**src/scti_pkg.sv**
```systemverilog
`timescale 1ns / 1ps
// ----------------------------------------------------------------------------
// scti_pkg
// Shared constants, types and table-building functions for the sine/cosine
// table interpolator.
// ----------------------------------------------------------------------------
package scti_pkg;

  localparam int ANGLE_W = 16;
  localparam int VALUE_W = 16;

  // Added to the angle for cosine
  localparam logic [ANGLE_W-1:0] QUARTER_TURN = 16'h4000;

  localparam logic KIND_SINE   = 1'b0;
  localparam logic KIND_COSINE = 1'b1;

  // pi/2 in Q62
  localparam logic [63:0] HALF_PI_Q62 = 64'h6487ED5110B4611A;
  localparam int          SERIES_TERMS = 13;
  localparam logic [15:0] FULL_SCALE = 16'd32767;

  typedef struct packed {
    logic a_valid;
    logic b_valid;
  } back_status_t;

  // (a * b) >> 62 with a full 128-bit product
  function automatic logic [63:0] mul_q62(input logic [63:0] a, input logic [63:0] b);
    logic [127:0] p;
    p = {64'd0, a} * {64'd0, b};
    return p[125:62];
  endfunction

  // Unsigned 64-bit quotient by shift and subtract, used only to build the table
  function automatic logic [63:0] udiv64(input logic [63:0] num, input logic [63:0] den);
    logic [63:0] quo;
    logic [64:0] rem;
    quo = '0;
    rem = '0;
    for (int i = 63; i >= 0; i--) begin
      rem = {rem[63:0], num[i]};
      if (rem >= {1'b0, den}) begin
        rem    = rem - {1'b0, den};
        quo[i] = 1'b1;
      end
    end
    return quo;
  endfunction

  // round(32767 * sin(x)) for x in Q62, 0 <= x <= pi/2, by a Taylor series
  function automatic logic [15:0] scaled_sine(input logic [63:0] x);
    logic [63:0] sum;
    logic [63:0] term;
    logic [63:0] x2;
    logic [63:0] div;
    logic [63:0] scaled;
    sum  = x;
    term = x;
    x2   = mul_q62(x, x);
    for (int k = 1; k <= SERIES_TERMS; k++) begin
      div  = 64'((2 * k) * (2 * k + 1));
      term = udiv64(mul_q62(term, x2), div);
      if (k % 2 == 1) begin
        sum = sum - term;
      end else begin
        sum = sum + term;
      end
    end
    scaled = ((sum >> 20) * 64'd32767) + (64'd1 << 41);
    return scaled[57:42];
  endfunction

  // Entry r of the quarter-wave table for a table of 2^ib steps per turn
  function automatic logic [15:0] quarter_value(input int ib, input int r);
    logic [63:0] step;
    step = HALF_PI_Q62 >> (ib - 2);
    if (r == (1 << (ib - 2))) begin
      return FULL_SCALE;
    end
    return scaled_sine(step * 64'(r));
  endfunction

endpackage

```
**src/sine_cosine_table_interpolator.sv**
```systemverilog
`timescale 1ns / 1ps
// ----------------------------------------------------------------------------
// sine_cosine_table_interpolator
// Sine or cosine of a 16-bit angle by quarter-wave table lookup and linear
// interpolation, signed Q15 result.
//
//   channel | handshake           | fields
//   --------+---------------------+----------------------------
//   input   | in_valid, in_stall  | kind (1), angle (16)
//   output  | out_valid, out_stall| value (16, signed)
//
// One item per cycle while out_stall does not hold the output; an accepted item
// passes the queue register, table stage, multiply stage and output register.
// in_stall is high only while the 4-entry queue is full.
// The back pipe holds as a whole while out_stall holds a result.
// Reset empties the queue and the pipe; the table is constant logic.
// ----------------------------------------------------------------------------
module sine_cosine_table_interpolator #(
  parameter int INDEX_BITS = 8
) (
  input  logic                                clk,
  input  logic                                rst,
  input  logic                                in_valid,
  output logic                                in_stall,
  input  logic                                kind,
  input  logic [scti_pkg::ANGLE_W-1:0]        angle,
  output logic                                out_valid,
  input  logic                                out_stall,
  output logic signed [scti_pkg::VALUE_W-1:0] value
);
  import scti_pkg::*;

  localparam int ENTRY_W = INDEX_BITS + 16;
  localparam int Q_DEPTH = 4;

  logic [ENTRY_W-1:0] f_entry;
  logic [ENTRY_W-1:0] q_data;
  logic               q_push;
  logic               q_pop;
  logic               q_full;
  logic               q_empty;
  back_status_t       b_status;

  assign in_stall = q_full;
  assign q_push   = in_valid && !q_full;

  scti_front #(
    .INDEX_BITS(INDEX_BITS),
    .ENTRY_W   (ENTRY_W)
  ) u_front (
    .kind (kind),
    .angle(angle),
    .entry(f_entry)
  );

  scti_queue #(
    .WIDTH(ENTRY_W),
    .DEPTH(Q_DEPTH)
  ) u_queue (
    .clk      (clk),
    .rst      (rst),
    .push     (q_push),
    .push_data(f_entry),
    .pop      (q_pop),
    .pop_data (q_data),
    .full     (q_full),
    .empty    (q_empty)
  );

  scti_back #(
    .INDEX_BITS(INDEX_BITS),
    .ENTRY_W   (ENTRY_W)
  ) u_back (
    .clk      (clk),
    .rst      (rst),
    .q_empty  (q_empty),
    .q_data   (q_data),
    .q_pop    (q_pop),
    .out_valid(out_valid),
    .out_stall(out_stall),
    .value    (value),
    .status   (b_status)
  );

`ifndef SYNTHESIS
  a_pop_not_empty: assert property (@(posedge clk) disable iff (rst)
    q_pop |-> !q_empty)
    else $error("queue popped while empty");

  a_full_not_empty: assert property (@(posedge clk) disable iff (rst)
    q_full |-> !q_empty)
    else $error("queue full and empty at once");

  a_out_from_pipe: assert property (@(posedge clk) disable iff (rst)
    $rose(out_valid) |-> $past(b_status.b_valid))
    else $error("result appeared without an item in the multiply stage");

  a_value_range: assert property (@(posedge clk) disable iff (rst)
    out_valid |-> value != 16'sh8000)
    else $error("result outside the Q15 range");
`endif

endmodule

```
**src/scti_front.sv**
```systemverilog
`timescale 1ns / 1ps
// ----------------------------------------------------------------------------
// scti_front
// Classifies an item: applies the cosine offset, splits index and fraction,
// and folds both neighbor indexes onto the quarter-wave table with a sign.
// ----------------------------------------------------------------------------
module scti_front #(
  parameter int INDEX_BITS = 8,
  parameter int ENTRY_W    = INDEX_BITS + 16
) (
  input  logic                         kind,
  input  logic [scti_pkg::ANGLE_W-1:0] angle,
  output logic [ENTRY_W-1:0]           entry
);
  import scti_pkg::*;

  localparam int FRAC_BITS = ANGLE_W - INDEX_BITS;
  localparam int ADDR_W    = INDEX_BITS - 1;
  localparam logic [ADDR_W-1:0] QUARTER = ADDR_W'(1) << (INDEX_BITS - 2);

  logic [ANGLE_W-1:0]    turned;
  logic [INDEX_BITS-1:0] idx0;
  logic [INDEX_BITS-1:0] idx1;
  logic [FRAC_BITS-1:0]  frac;
  logic [ADDR_W-1:0]     addr0;
  logic [ADDR_W-1:0]     addr1;
  logic                  neg0;
  logic                  neg1;

  always_comb begin
    turned = (kind == KIND_COSINE) ? angle + QUARTER_TURN : angle;
    idx0   = turned[ANGLE_W-1:FRAC_BITS];
    frac   = turned[FRAC_BITS-1:0];
    // last segment wraps to entry 0, which equals the extra end entry
    idx1   = idx0 + INDEX_BITS'(1);
  end

  // odd quadrants mirror the quarter table, the upper half negates
  always_comb begin
    addr0 = idx0[INDEX_BITS-2] ? QUARTER - {1'b0, idx0[INDEX_BITS-3:0]}
                               : {1'b0, idx0[INDEX_BITS-3:0]};
    addr1 = idx1[INDEX_BITS-2] ? QUARTER - {1'b0, idx1[INDEX_BITS-3:0]}
                               : {1'b0, idx1[INDEX_BITS-3:0]};
    neg0  = idx0[INDEX_BITS-1];
    neg1  = idx1[INDEX_BITS-1];
    entry = {neg1, addr1, neg0, addr0, frac};
  end

endmodule

```
**src/scti_queue.sv**
```systemverilog
`timescale 1ns / 1ps
// ----------------------------------------------------------------------------
// scti_queue
// Short register queue between the front and back parts.
// ----------------------------------------------------------------------------
module scti_queue #(
  parameter int WIDTH = 24,
  parameter int DEPTH = 4
) (
  input  logic             clk,
  input  logic             rst,
  input  logic             push,
  input  logic [WIDTH-1:0] push_data,
  input  logic             pop,
  output logic [WIDTH-1:0] pop_data,
  output logic             full,
  output logic             empty
);
  import scti_pkg::*;

  localparam int PTR_W = (DEPTH > 1) ? $clog2(DEPTH) : 1;
  localparam int CNT_W = $clog2(DEPTH + 1);

  logic [WIDTH-1:0] slots [DEPTH];
  logic [PTR_W-1:0] wr_ptr;
  logic [PTR_W-1:0] rd_ptr;
  logic [CNT_W-1:0] count;

  assign full     = (count == CNT_W'(DEPTH));
  assign empty    = (count == '0);
  assign pop_data = slots[rd_ptr];

  always_ff @(posedge clk) begin
    if (push) begin
      slots[wr_ptr] <= push_data;
    end
  end

  always_ff @(posedge clk) begin
    if (rst) begin
      wr_ptr <= '0;
      rd_ptr <= '0;
      count  <= '0;
    end else begin
      if (push) begin
        wr_ptr <= (wr_ptr == PTR_W'(DEPTH - 1)) ? '0 : wr_ptr + PTR_W'(1);
      end
      if (pop) begin
        rd_ptr <= (rd_ptr == PTR_W'(DEPTH - 1)) ? '0 : rd_ptr + PTR_W'(1);
      end
      case ({push, pop})
        2'b10:   count <= count + CNT_W'(1);
        2'b01:   count <= count - CNT_W'(1);
        default: count <= count;
      endcase
    end
  end

endmodule

```
**src/scti_back.sv**
```systemverilog
`timescale 1ns / 1ps
// ----------------------------------------------------------------------------
// scti_back
// Table lookup, interpolation multiply and rounding, three register stages
// ending in the output register.
// ----------------------------------------------------------------------------
module scti_back #(
  parameter int INDEX_BITS = 8,
  parameter int ENTRY_W    = INDEX_BITS + 16
) (
  input  logic                                clk,
  input  logic                                rst,
  input  logic                                q_empty,
  input  logic [ENTRY_W-1:0]                  q_data,
  output logic                                q_pop,
  output logic                                out_valid,
  input  logic                                out_stall,
  output logic signed [scti_pkg::VALUE_W-1:0] value,
  output scti_pkg::back_status_t              status
);
  import scti_pkg::*;

  localparam int FRAC_BITS = ANGLE_W - INDEX_BITS;
  localparam int ADDR_W    = INDEX_BITS - 1;
  localparam int QUARTER   = 1 << (INDEX_BITS - 2);
  localparam int DIFF_W    = VALUE_W + 1;
  localparam int PROD_W    = DIFF_W + FRAC_BITS + 1;
  localparam logic signed [PROD_W-1:0] ROUND = PROD_W'(1) << (FRAC_BITS - 1);

  logic [VALUE_W-1:0] qtab [QUARTER + 1];

  for (genvar g = 0; g <= QUARTER; g++) begin : g_qtab
    localparam logic [VALUE_W-1:0] QV = quarter_value(INDEX_BITS, g);
    assign qtab[g] = QV;
  end

  logic [FRAC_BITS-1:0] frac;
  logic [ADDR_W-1:0]    addr0;
  logic [ADDR_W-1:0]    addr1;
  logic                 neg0;
  logic                 neg1;
  logic                 advance;

  assign {neg1, addr1, neg0, addr0, frac} = q_data;

  // whole pipe moves unless the output register is held
  assign advance = !out_valid || !out_stall;
  assign q_pop   = advance && !q_empty;

  // stage A: table values
  logic                      a_valid;
  logic signed [VALUE_W-1:0] a_v0;
  logic signed [VALUE_W-1:0] a_v1;
  logic [FRAC_BITS-1:0]      a_frac;

  // stage B: interpolation product
  logic                      b_valid;
  logic signed [VALUE_W-1:0] b_v0;
  logic signed [PROD_W-1:0]  b_prod;

  logic signed [DIFF_W-1:0]  diff;
  logic signed [PROD_W-1:0]  prod_next;
  logic signed [PROD_W-1:0]  rounded;
  logic signed [PROD_W-1:0]  step;
  logic [VALUE_W-1:0]        value_next;

  always_comb begin
    diff       = DIFF_W'(a_v1) - DIFF_W'(a_v0);
    prod_next  = PROD_W'(diff) * PROD_W'($signed({1'b0, a_frac}));
    rounded    = b_prod + ROUND;
    step       = rounded >>> FRAC_BITS;
    value_next = b_v0 + step[VALUE_W-1:0];
  end

  always_ff @(posedge clk) begin
    if (rst) begin
      a_valid   <= 1'b0;
      b_valid   <= 1'b0;
      out_valid <= 1'b0;
    end else if (advance) begin
      a_valid   <= !q_empty;
      b_valid   <= a_valid;
      out_valid <= b_valid;
    end
  end

  always_ff @(posedge clk) begin
    if (advance) begin
      a_v0   <= neg0 ? -qtab[addr0] : qtab[addr0];
      a_v1   <= neg1 ? -qtab[addr1] : qtab[addr1];
      a_frac <= frac;
      b_v0   <= a_v0;
      b_prod <= prod_next;
      value  <= value_next;
    end
  end

  assign status.a_valid = a_valid;
  assign status.b_valid = b_valid;

endmodule

```
**config.mk**
```make
export PLATFORM = sky130hd
export DESIGN_NAME = sine_cosine_table_interpolator
export DESIGN_NICKNAME = d
export VERILOG_FILES = /design/src/scti_pkg.sv /design/src/sine_cosine_table_interpolator.sv /design/src/scti_front.sv /design/src/scti_queue.sv /design/src/scti_back.sv
export SDC_FILE = /design/constraint.sdc
export NUM_CORES = 1
export LEC_CHECK = 0
export BUFFER_PORTS_ARGS = -buffer_cell sky130_fd_sc_hd__buf_4
export CORE_MARGIN = 2
export CORE_UTILIZATION = 58
export CTS_CLUSTER_DIAMETER = 60
export DETAILED_ROUTE_END_ITERATION = 8
export PLACE_DENSITY = 0.75
export SYNTH_ARGS = -nofsm -noshare
export SYNTH_HDL_FRONTEND = slang
export SYNTH_SLANG_ARGS = --single-unit
```
**constraint.sdc**
```tcl
create_clock -name clk -period 7.2 [get_ports clk]
set_input_delay 1.44 -clock clk [delete_from_list [all_inputs] [get_ports clk]]
set_output_delay 1.44 -clock clk [all_outputs]
set_load 0.03 [all_outputs]
```
# --- Word level (Yosys, flattened, before mapping) ---
# Memory sizes are Yosys's and may differ from the RTL's. A register that Yosys moved wholly into a read port is not among the register bits.
# Cells that the tools add are included.
classes:
  addsub: 13
  multipliers: 1
  n_lt_le_gt_ge: 2
  eq_ne: 5
  n_mux: 16
  bitwise: 2
  n_reduce_logical: 9
op_table:
  columns: ["operator", "count"]
  rows:
  - ["two-way mux 16 bit", 7]
  - ["negator 16 bit", 2]
  - ["adder 24 x 9 -> 24 bit (second input constant)", 1]
  - ["multiplier 17 x 9 -> 24 bit", 1]
  - ["subtractor 16 x 16 -> 17 bit", 1]
  - ["adder 16 x 15 -> 16 bit (second input constant)", 1]
  - ["adder 16 bit", 1]
  - ["greater-or-equal comparator 8 bit (second input constant)", 2]
  - ["NOT 7 -> 8 bit", 2]
  - ["two-way mux 7 bit", 2]
  - ["subtractor 7 x 6 -> 7 bit (first input constant)", 2]
  - ["adder 8 x 1 -> 8 bit (second input constant)", 1]
  - ["two-way mux 2 bit", 4]
  - ["equality test 2 bit (second input constant)", 3]
  - ["one-hot mux 3 bit (2 select lines)", 1]
  - ["adder 2 x 1 -> 2 bit (second input constant)", 2]
  - ["logical NOT 1 bit", 4]
  - ["adder 3 x 1 -> 3 bit (second input constant)", 1]
  - ["equality test 3 bit (second input constant)", 1]
  - ["logical NOT 3 bit", 1]
  - ["subtractor 3 x 1 -> 3 bit (second input constant)", 1]
  - ["equality test 2 x 1 -> 1 bit (second input constant)", 1]
  - ["logical AND 1 bit", 2]
  - ["two-way mux 1 bit", 2]
  - ["2 further kinds", 2]
word_totals:
  register_bits: 106
  ramBits: 96
  mem_bits_ro: 4096
  wordCells: 63
  memories: 3
memory_table:
  columns: ["memory", "words", "width", "read_ports", "rd_clocked_by_memory_dff", "wr", "line", "text"]
  rows:
  - ["(name not given)", 128, 16, 1, 0, 0, "scti_back.sv:89", "a_v0 <= neg0 ? -qtab[addr0] : qtab[addr0];"]
  - ["(name not given)", 128, 16, 1, 0, 0, "scti_back.sv:90", "a_v1 <= neg1 ? -qtab[addr1] : qtab[addr1];"]
  - ["u_queue.slots", 4, 24, 1, 1, 1, "scti_queue.sv:24", "logic [WIDTH-1:0] slots [DEPTH];"]

# --- Depth between registers and ports, before layout ---
depth:
  depth_word: 6
  mapped_depth: 28
  ltp_nobuf: 28

# --- Hierarchy ---
# Synthesis repeated with hierarchy kept, for this count alone.
unflattened:
  cells_unflattened: 1654
  area_unflattened_um2: 17117.7
modules_own_cells:
  columns: ["module", "n_inst", "cells_each", "area_each_um2", "seq_area_each_um2"]
  rows:
  - ["scti_back", 1, 1379, 12480.7, 2732.6]
  - ["scti_queue", 1, 174, 3951.3, 3062.9]
  - ["scti_front", 1, 100, 671.9, 0.0]
  - ["sine_cosine_table_interpolator", 1, 1, 13.8, 0.0]

# --- Worst setup path after synthesis ---
# Ideal clock, no wire load.
synth_path:
  kind: "register to register"
  start: "reg u_back.a_v0[0]"
  end: "reg u_back.b_prod[22] (data pin)"
  setup_time_ps: 262
  t_arrival_ps: 6274
  slack_ps: 664
  path_stages_with_launch: 28
  path_buffers: 0
  synth_period_minus_slack_ps: 6536
  cell_sequence: "edfxtp_1 > ha_1 > fa_1 > nand2b_1 > a21boi_0 > o21ai_0 > a211oi_1 > or2_2 > nor2_1 > xnor2_1 > nand2_1 > fa_1 > inv_1 > fa_1 > fa_1 > inv_1 > fa_1 > inv_1 > ha_1 > o21a_1 > o21a_1 > o21ai_0 > a31oi_1 > o21ai_0 > a21oi_1 > a211oi_1 > o21bai_1 > xor2_1"
synth_between:
  elab_chain_cells: 2
synth_rtl:
  columns: ["element", "line", "text"]
  rows:
  - ["from (decl)", "scti_back.sv:52", "logic signed [VALUE_W-1:0] a_v0;"]
  - ["from (signal assigned)", "scti_back.sv:89", null]
  - ["subtractor 16 x 16 -> 17 bit", "scti_back.sv:68", "diff = DIFF_W'(a_v1) - DIFF_W'(a_v0);"]
  - ["multiplier 17 x 9 -> 24 bit", "scti_back.sv:69", "prod_next = PROD_W'(diff) * PROD_W'($signed({1'b0, a_frac}));"]
  - ["via u_back.prod_next[22]", "scti_back.sv:62", "logic signed [PROD_W-1:0] prod_next;"]
  - ["to (signal assigned)", "scti_back.sv:93", "b_prod <= prod_next;"]
  - ["to (decl)", "scti_back.sv:59", "logic signed [PROD_W-1:0] b_prod;"]
# The timed path passes the listed nets, and every way through them passes these cells.
# A chain may end at the register's enable or synchronous reset.

# --- Worst setup path in the final report ---
layout_path:
  start: "reg u_back.a_v0[1]"
  end: "reg u_back.b_prod[23] (data pin)"
# The elaborated chain is that of the path after synthesis.

==> metrics.md <==
| Metric | Value |
|---|---|
| Post-synth ARST share | `0%` |
| Worst hold stages | `0` |
| Layout cell share with drive strength beyond 1 | `10.1%` |
| Commonest cells after routing, fill and taps aside | `198 x inv_1, 185 x edfxtp_1, 137 x nand2_1` |
| Crit Path Class | `reg2reg` |
| Synth area leader | `edfxtp_1` |
| R2R depth | `28` |
| CTS Hold Buffers Added | `0` |
| Crit start category | `flip-flop` |
| Vias per cell | `6.08` |
| Initial DRT Pass Iterations | `6` |
| Status | `finished, final reports clean` |
| Endpoints failing hold | `0` |
| Fmax | `0.148 GHz` |
| Final Critical Period | `6780 ps` |
| Vias in the first global route | `12.7k` |
| Final Max Slew Viols | `0` |
| Initial antenna violation count | `0` |
| Crit end category | `flip-flop` |
| Skew-Pair Late Insertion Delay | `450 ps` |
| Gate Count Post-Synth | `1664` |
| # nets final | `1903` |
| Avg WL per Cell | `19.1 um` |
| DPL Wire Length | `28700 um` |
| Total grt overflow | `0` |
| Total GRT Usage | `26.5%` |
| Final Wtd Congestion | `0.948` |
| Worst Path Max Fanout | `8` |
| DRC | `0` |
| Fillers | `2255` |
| Worst slew pin tran | `1200 ps` |
| Slowest library cell on the worst path | `fa_1` |
| WP buf/inv | `4` |
| CTS max path bufs | `2` |
| Site row count | `62` |
| N_diodes | `0` |
| Register area share after synthesis | `34.1%` |
| Synth Cell Area | `17000 um^2` |
| CORE AREA | `28800 um^2` |
| Initial Utilization | `59.0%` |
| Final worst path period share | `94.1%` |
| Register bit total from synthesis | `197` |
| Worst min path class | `reg2reg` |
| Most common cell after layout, fill and taps aside | `inv_1` |
| Avg Cell Area, Syn | `10.2 um^2` |
| Top-area cell type share of the netlist area | `32.7%` |
| Leading register cell type out of synthesis | `edfxtp_1` |
| Final core occ | `63.4%` |
| Top post-synthesis cells by area | `edfxtp_1 33%, fa_1 12%, ha_1 8.2%, inv_1 4.4%, xnor2_1 3.8%` |
| Antenna-violating nets left | `0` |
| Distinct cells, synth | `88` |
| CTS tree | `yes` |
| Area grow syn2layout | `7.48%` |
| Post-synthesis net count | `1901` |
| Clock transition at path regs | `90 ps` |
| Slew HR | `19.5%` |
| Crit path max-delay family | `adder cells` |
| I/O Pins | `39` |
| Worst Clk Skew | `18.5 ps` |
| CP peak stage delay | `540 ps` |
| First DRT Iteration DRCs | `1320` |
| EDFF count, synth | `185` |
| Drt total wl | `39400 um` |
| Vias | `12.6k` |
| Clock sinks | `197` |
| First-pass GRT wire length | `64600 um` |
| Clock root cell | `clkbuf_16` |
| Final setup fails | `0` |
| Die width | `175 um` |
| Worst path depth | `28` |
| Die height | `175 um` |
| Largest net degree at the start of global routing | `88` |
| Yosys warning count | `0` |
| CTS Buf Count | `17` |
| Max-Cap Viols | `0` |
| Critical Path RT | `7390 ps` |
| Critical path arrival | `6970 ps` |
| Depth of the CTS H-tree | `4` |
| Number of port buffers | `38` |
| Die area | `30700 um^2` |
==> registers in the layout, indices dropped and copies added (netlist names), 3 cells and up, named ones only <==
| signal | flops |
|---|---|
| u_back.a_frac | 8 |
| u_back.a_v0 | 16 |
| u_back.b_prod | 17 |
| u_queue.count | 3 |
| u_back.b_v0 | 16 |
| u_back.a_v1 | 16 |
| u_queue.slots | 96 |
| u_back.value | 16 |
==> stage by stage <==
step	cell area (um^2)	setup slack, ps	setup TNS (ps)	std cells	hold slack [ps]
final	18200	422	0	2063	436
after global routing	18200	-18.1	-18.1	2063	440
after CTS	18200	93.9	0	2062	441
after detailed placement	17500	110	0	2030	434
after global placement	17500	305	0	2030	434
after floorplan	17000	664	0	1664	426
==> worst reg2reg max path, delay by kind of cell (launching register included) <==
family	cells	cell delay, ps
fa+ha+maj	6	2580
compound gates	13	2130
simple gates	3	610
xor+xnor	2	540
flops	1	430
buf+inv	4	240
==> what timing repair did <==
item,in CTS,in global routing
setup endpoints to repair,0,5
gates resized for setup,0,17
setup buffers,0,1
==> cells by family after synthesis <==
| kind of cell | Yosys count | share of synthesized area, % |
|---|---|---|
| XOR/XNOR | 110 | 5.76 |
| AO/OA/AOI/OAI | 298 | 12.1 |
| adder cells (fa/ha/maj) | 217 | 20.6 |
| AND/OR/NAND/NOR | 502 | 15.1 |
| flip-flops | 197 | 34.1 |
| multiplexers | 69 | 5.98 |
| buffers and inverters | 271 | 6.35 |
==> final timing paths <==
check / startpoint / to / slack, ps
setup / recovery: u_back.a_v0[1] / u_back.b_prod[23] / 420
hold / removal: u_back.a_v0[5] / u_back.b_v0[5] / 440
setup reg to reg: u_back.a_v0[1] / u_back.b_prod[23] / 420
hold reg to reg: u_back.a_v0[5] / u_back.b_v0[5] / 440
==> synth_stat cells, drive strengths merged (7+ instances only) <==
| cell | number |
|---|---|
| inv | 200 |
| edfxtp | 185 |
| nand2 | 138 |
| ha | 111 |
| fa | 105 |
| nor2 | 103 |
| and2 | 78 |
| xnor2 | 73 |
| a21oi | 72 |
| o21ai | 44 |
| clkbuf | 39 |
| xor2 | 36 |
| nor3 | 35 |
| buf | 32 |
| mux2i | 30 |
| nand3 | 29 |
| nor2b | 28 |
| nand2b | 25 |
| mux4 | 23 |
| a211oi | 22 |
| a31oi | 20 |
| a21o | 17 |
| mux2 | 16 |
| o211ai | 16 |
| and3 | 14 |
| dfxtp | 12 |
| or3 | 12 |
| o22ai | 11 |
| a2111oi | 9 |
| a221oi | 9 |
| nand4 | 9 |
| or2 | 8 |
| o21a | 7 |
| o311ai | 7 |
==> area by class of cell <==
class                      count  area [um^2]  share of cell area, %
inverter                     200          751                   4.11
sequential                   197         5800                   31.8
clock inverter                14          185                   1.01
clock buffer                  18          450                   2.47
multi-input combinational   1196        10200                   55.8
tap                          384          480                   2.63
timing repair buffer          54          405                   2.22
==> routing by layer <==
metal | GRT usage (%) | wire length [um]
met1 | 33.9 | 16200
met2 | 44.8 | 19300
met3 | 5.11 | 2550
met4 | 10.0 | 1390
met5 | 0 | 0
Power is left out: the tool's default activity adds up to more than one toggle a clock period on the data nets, which glitch-free logic cannot reach.
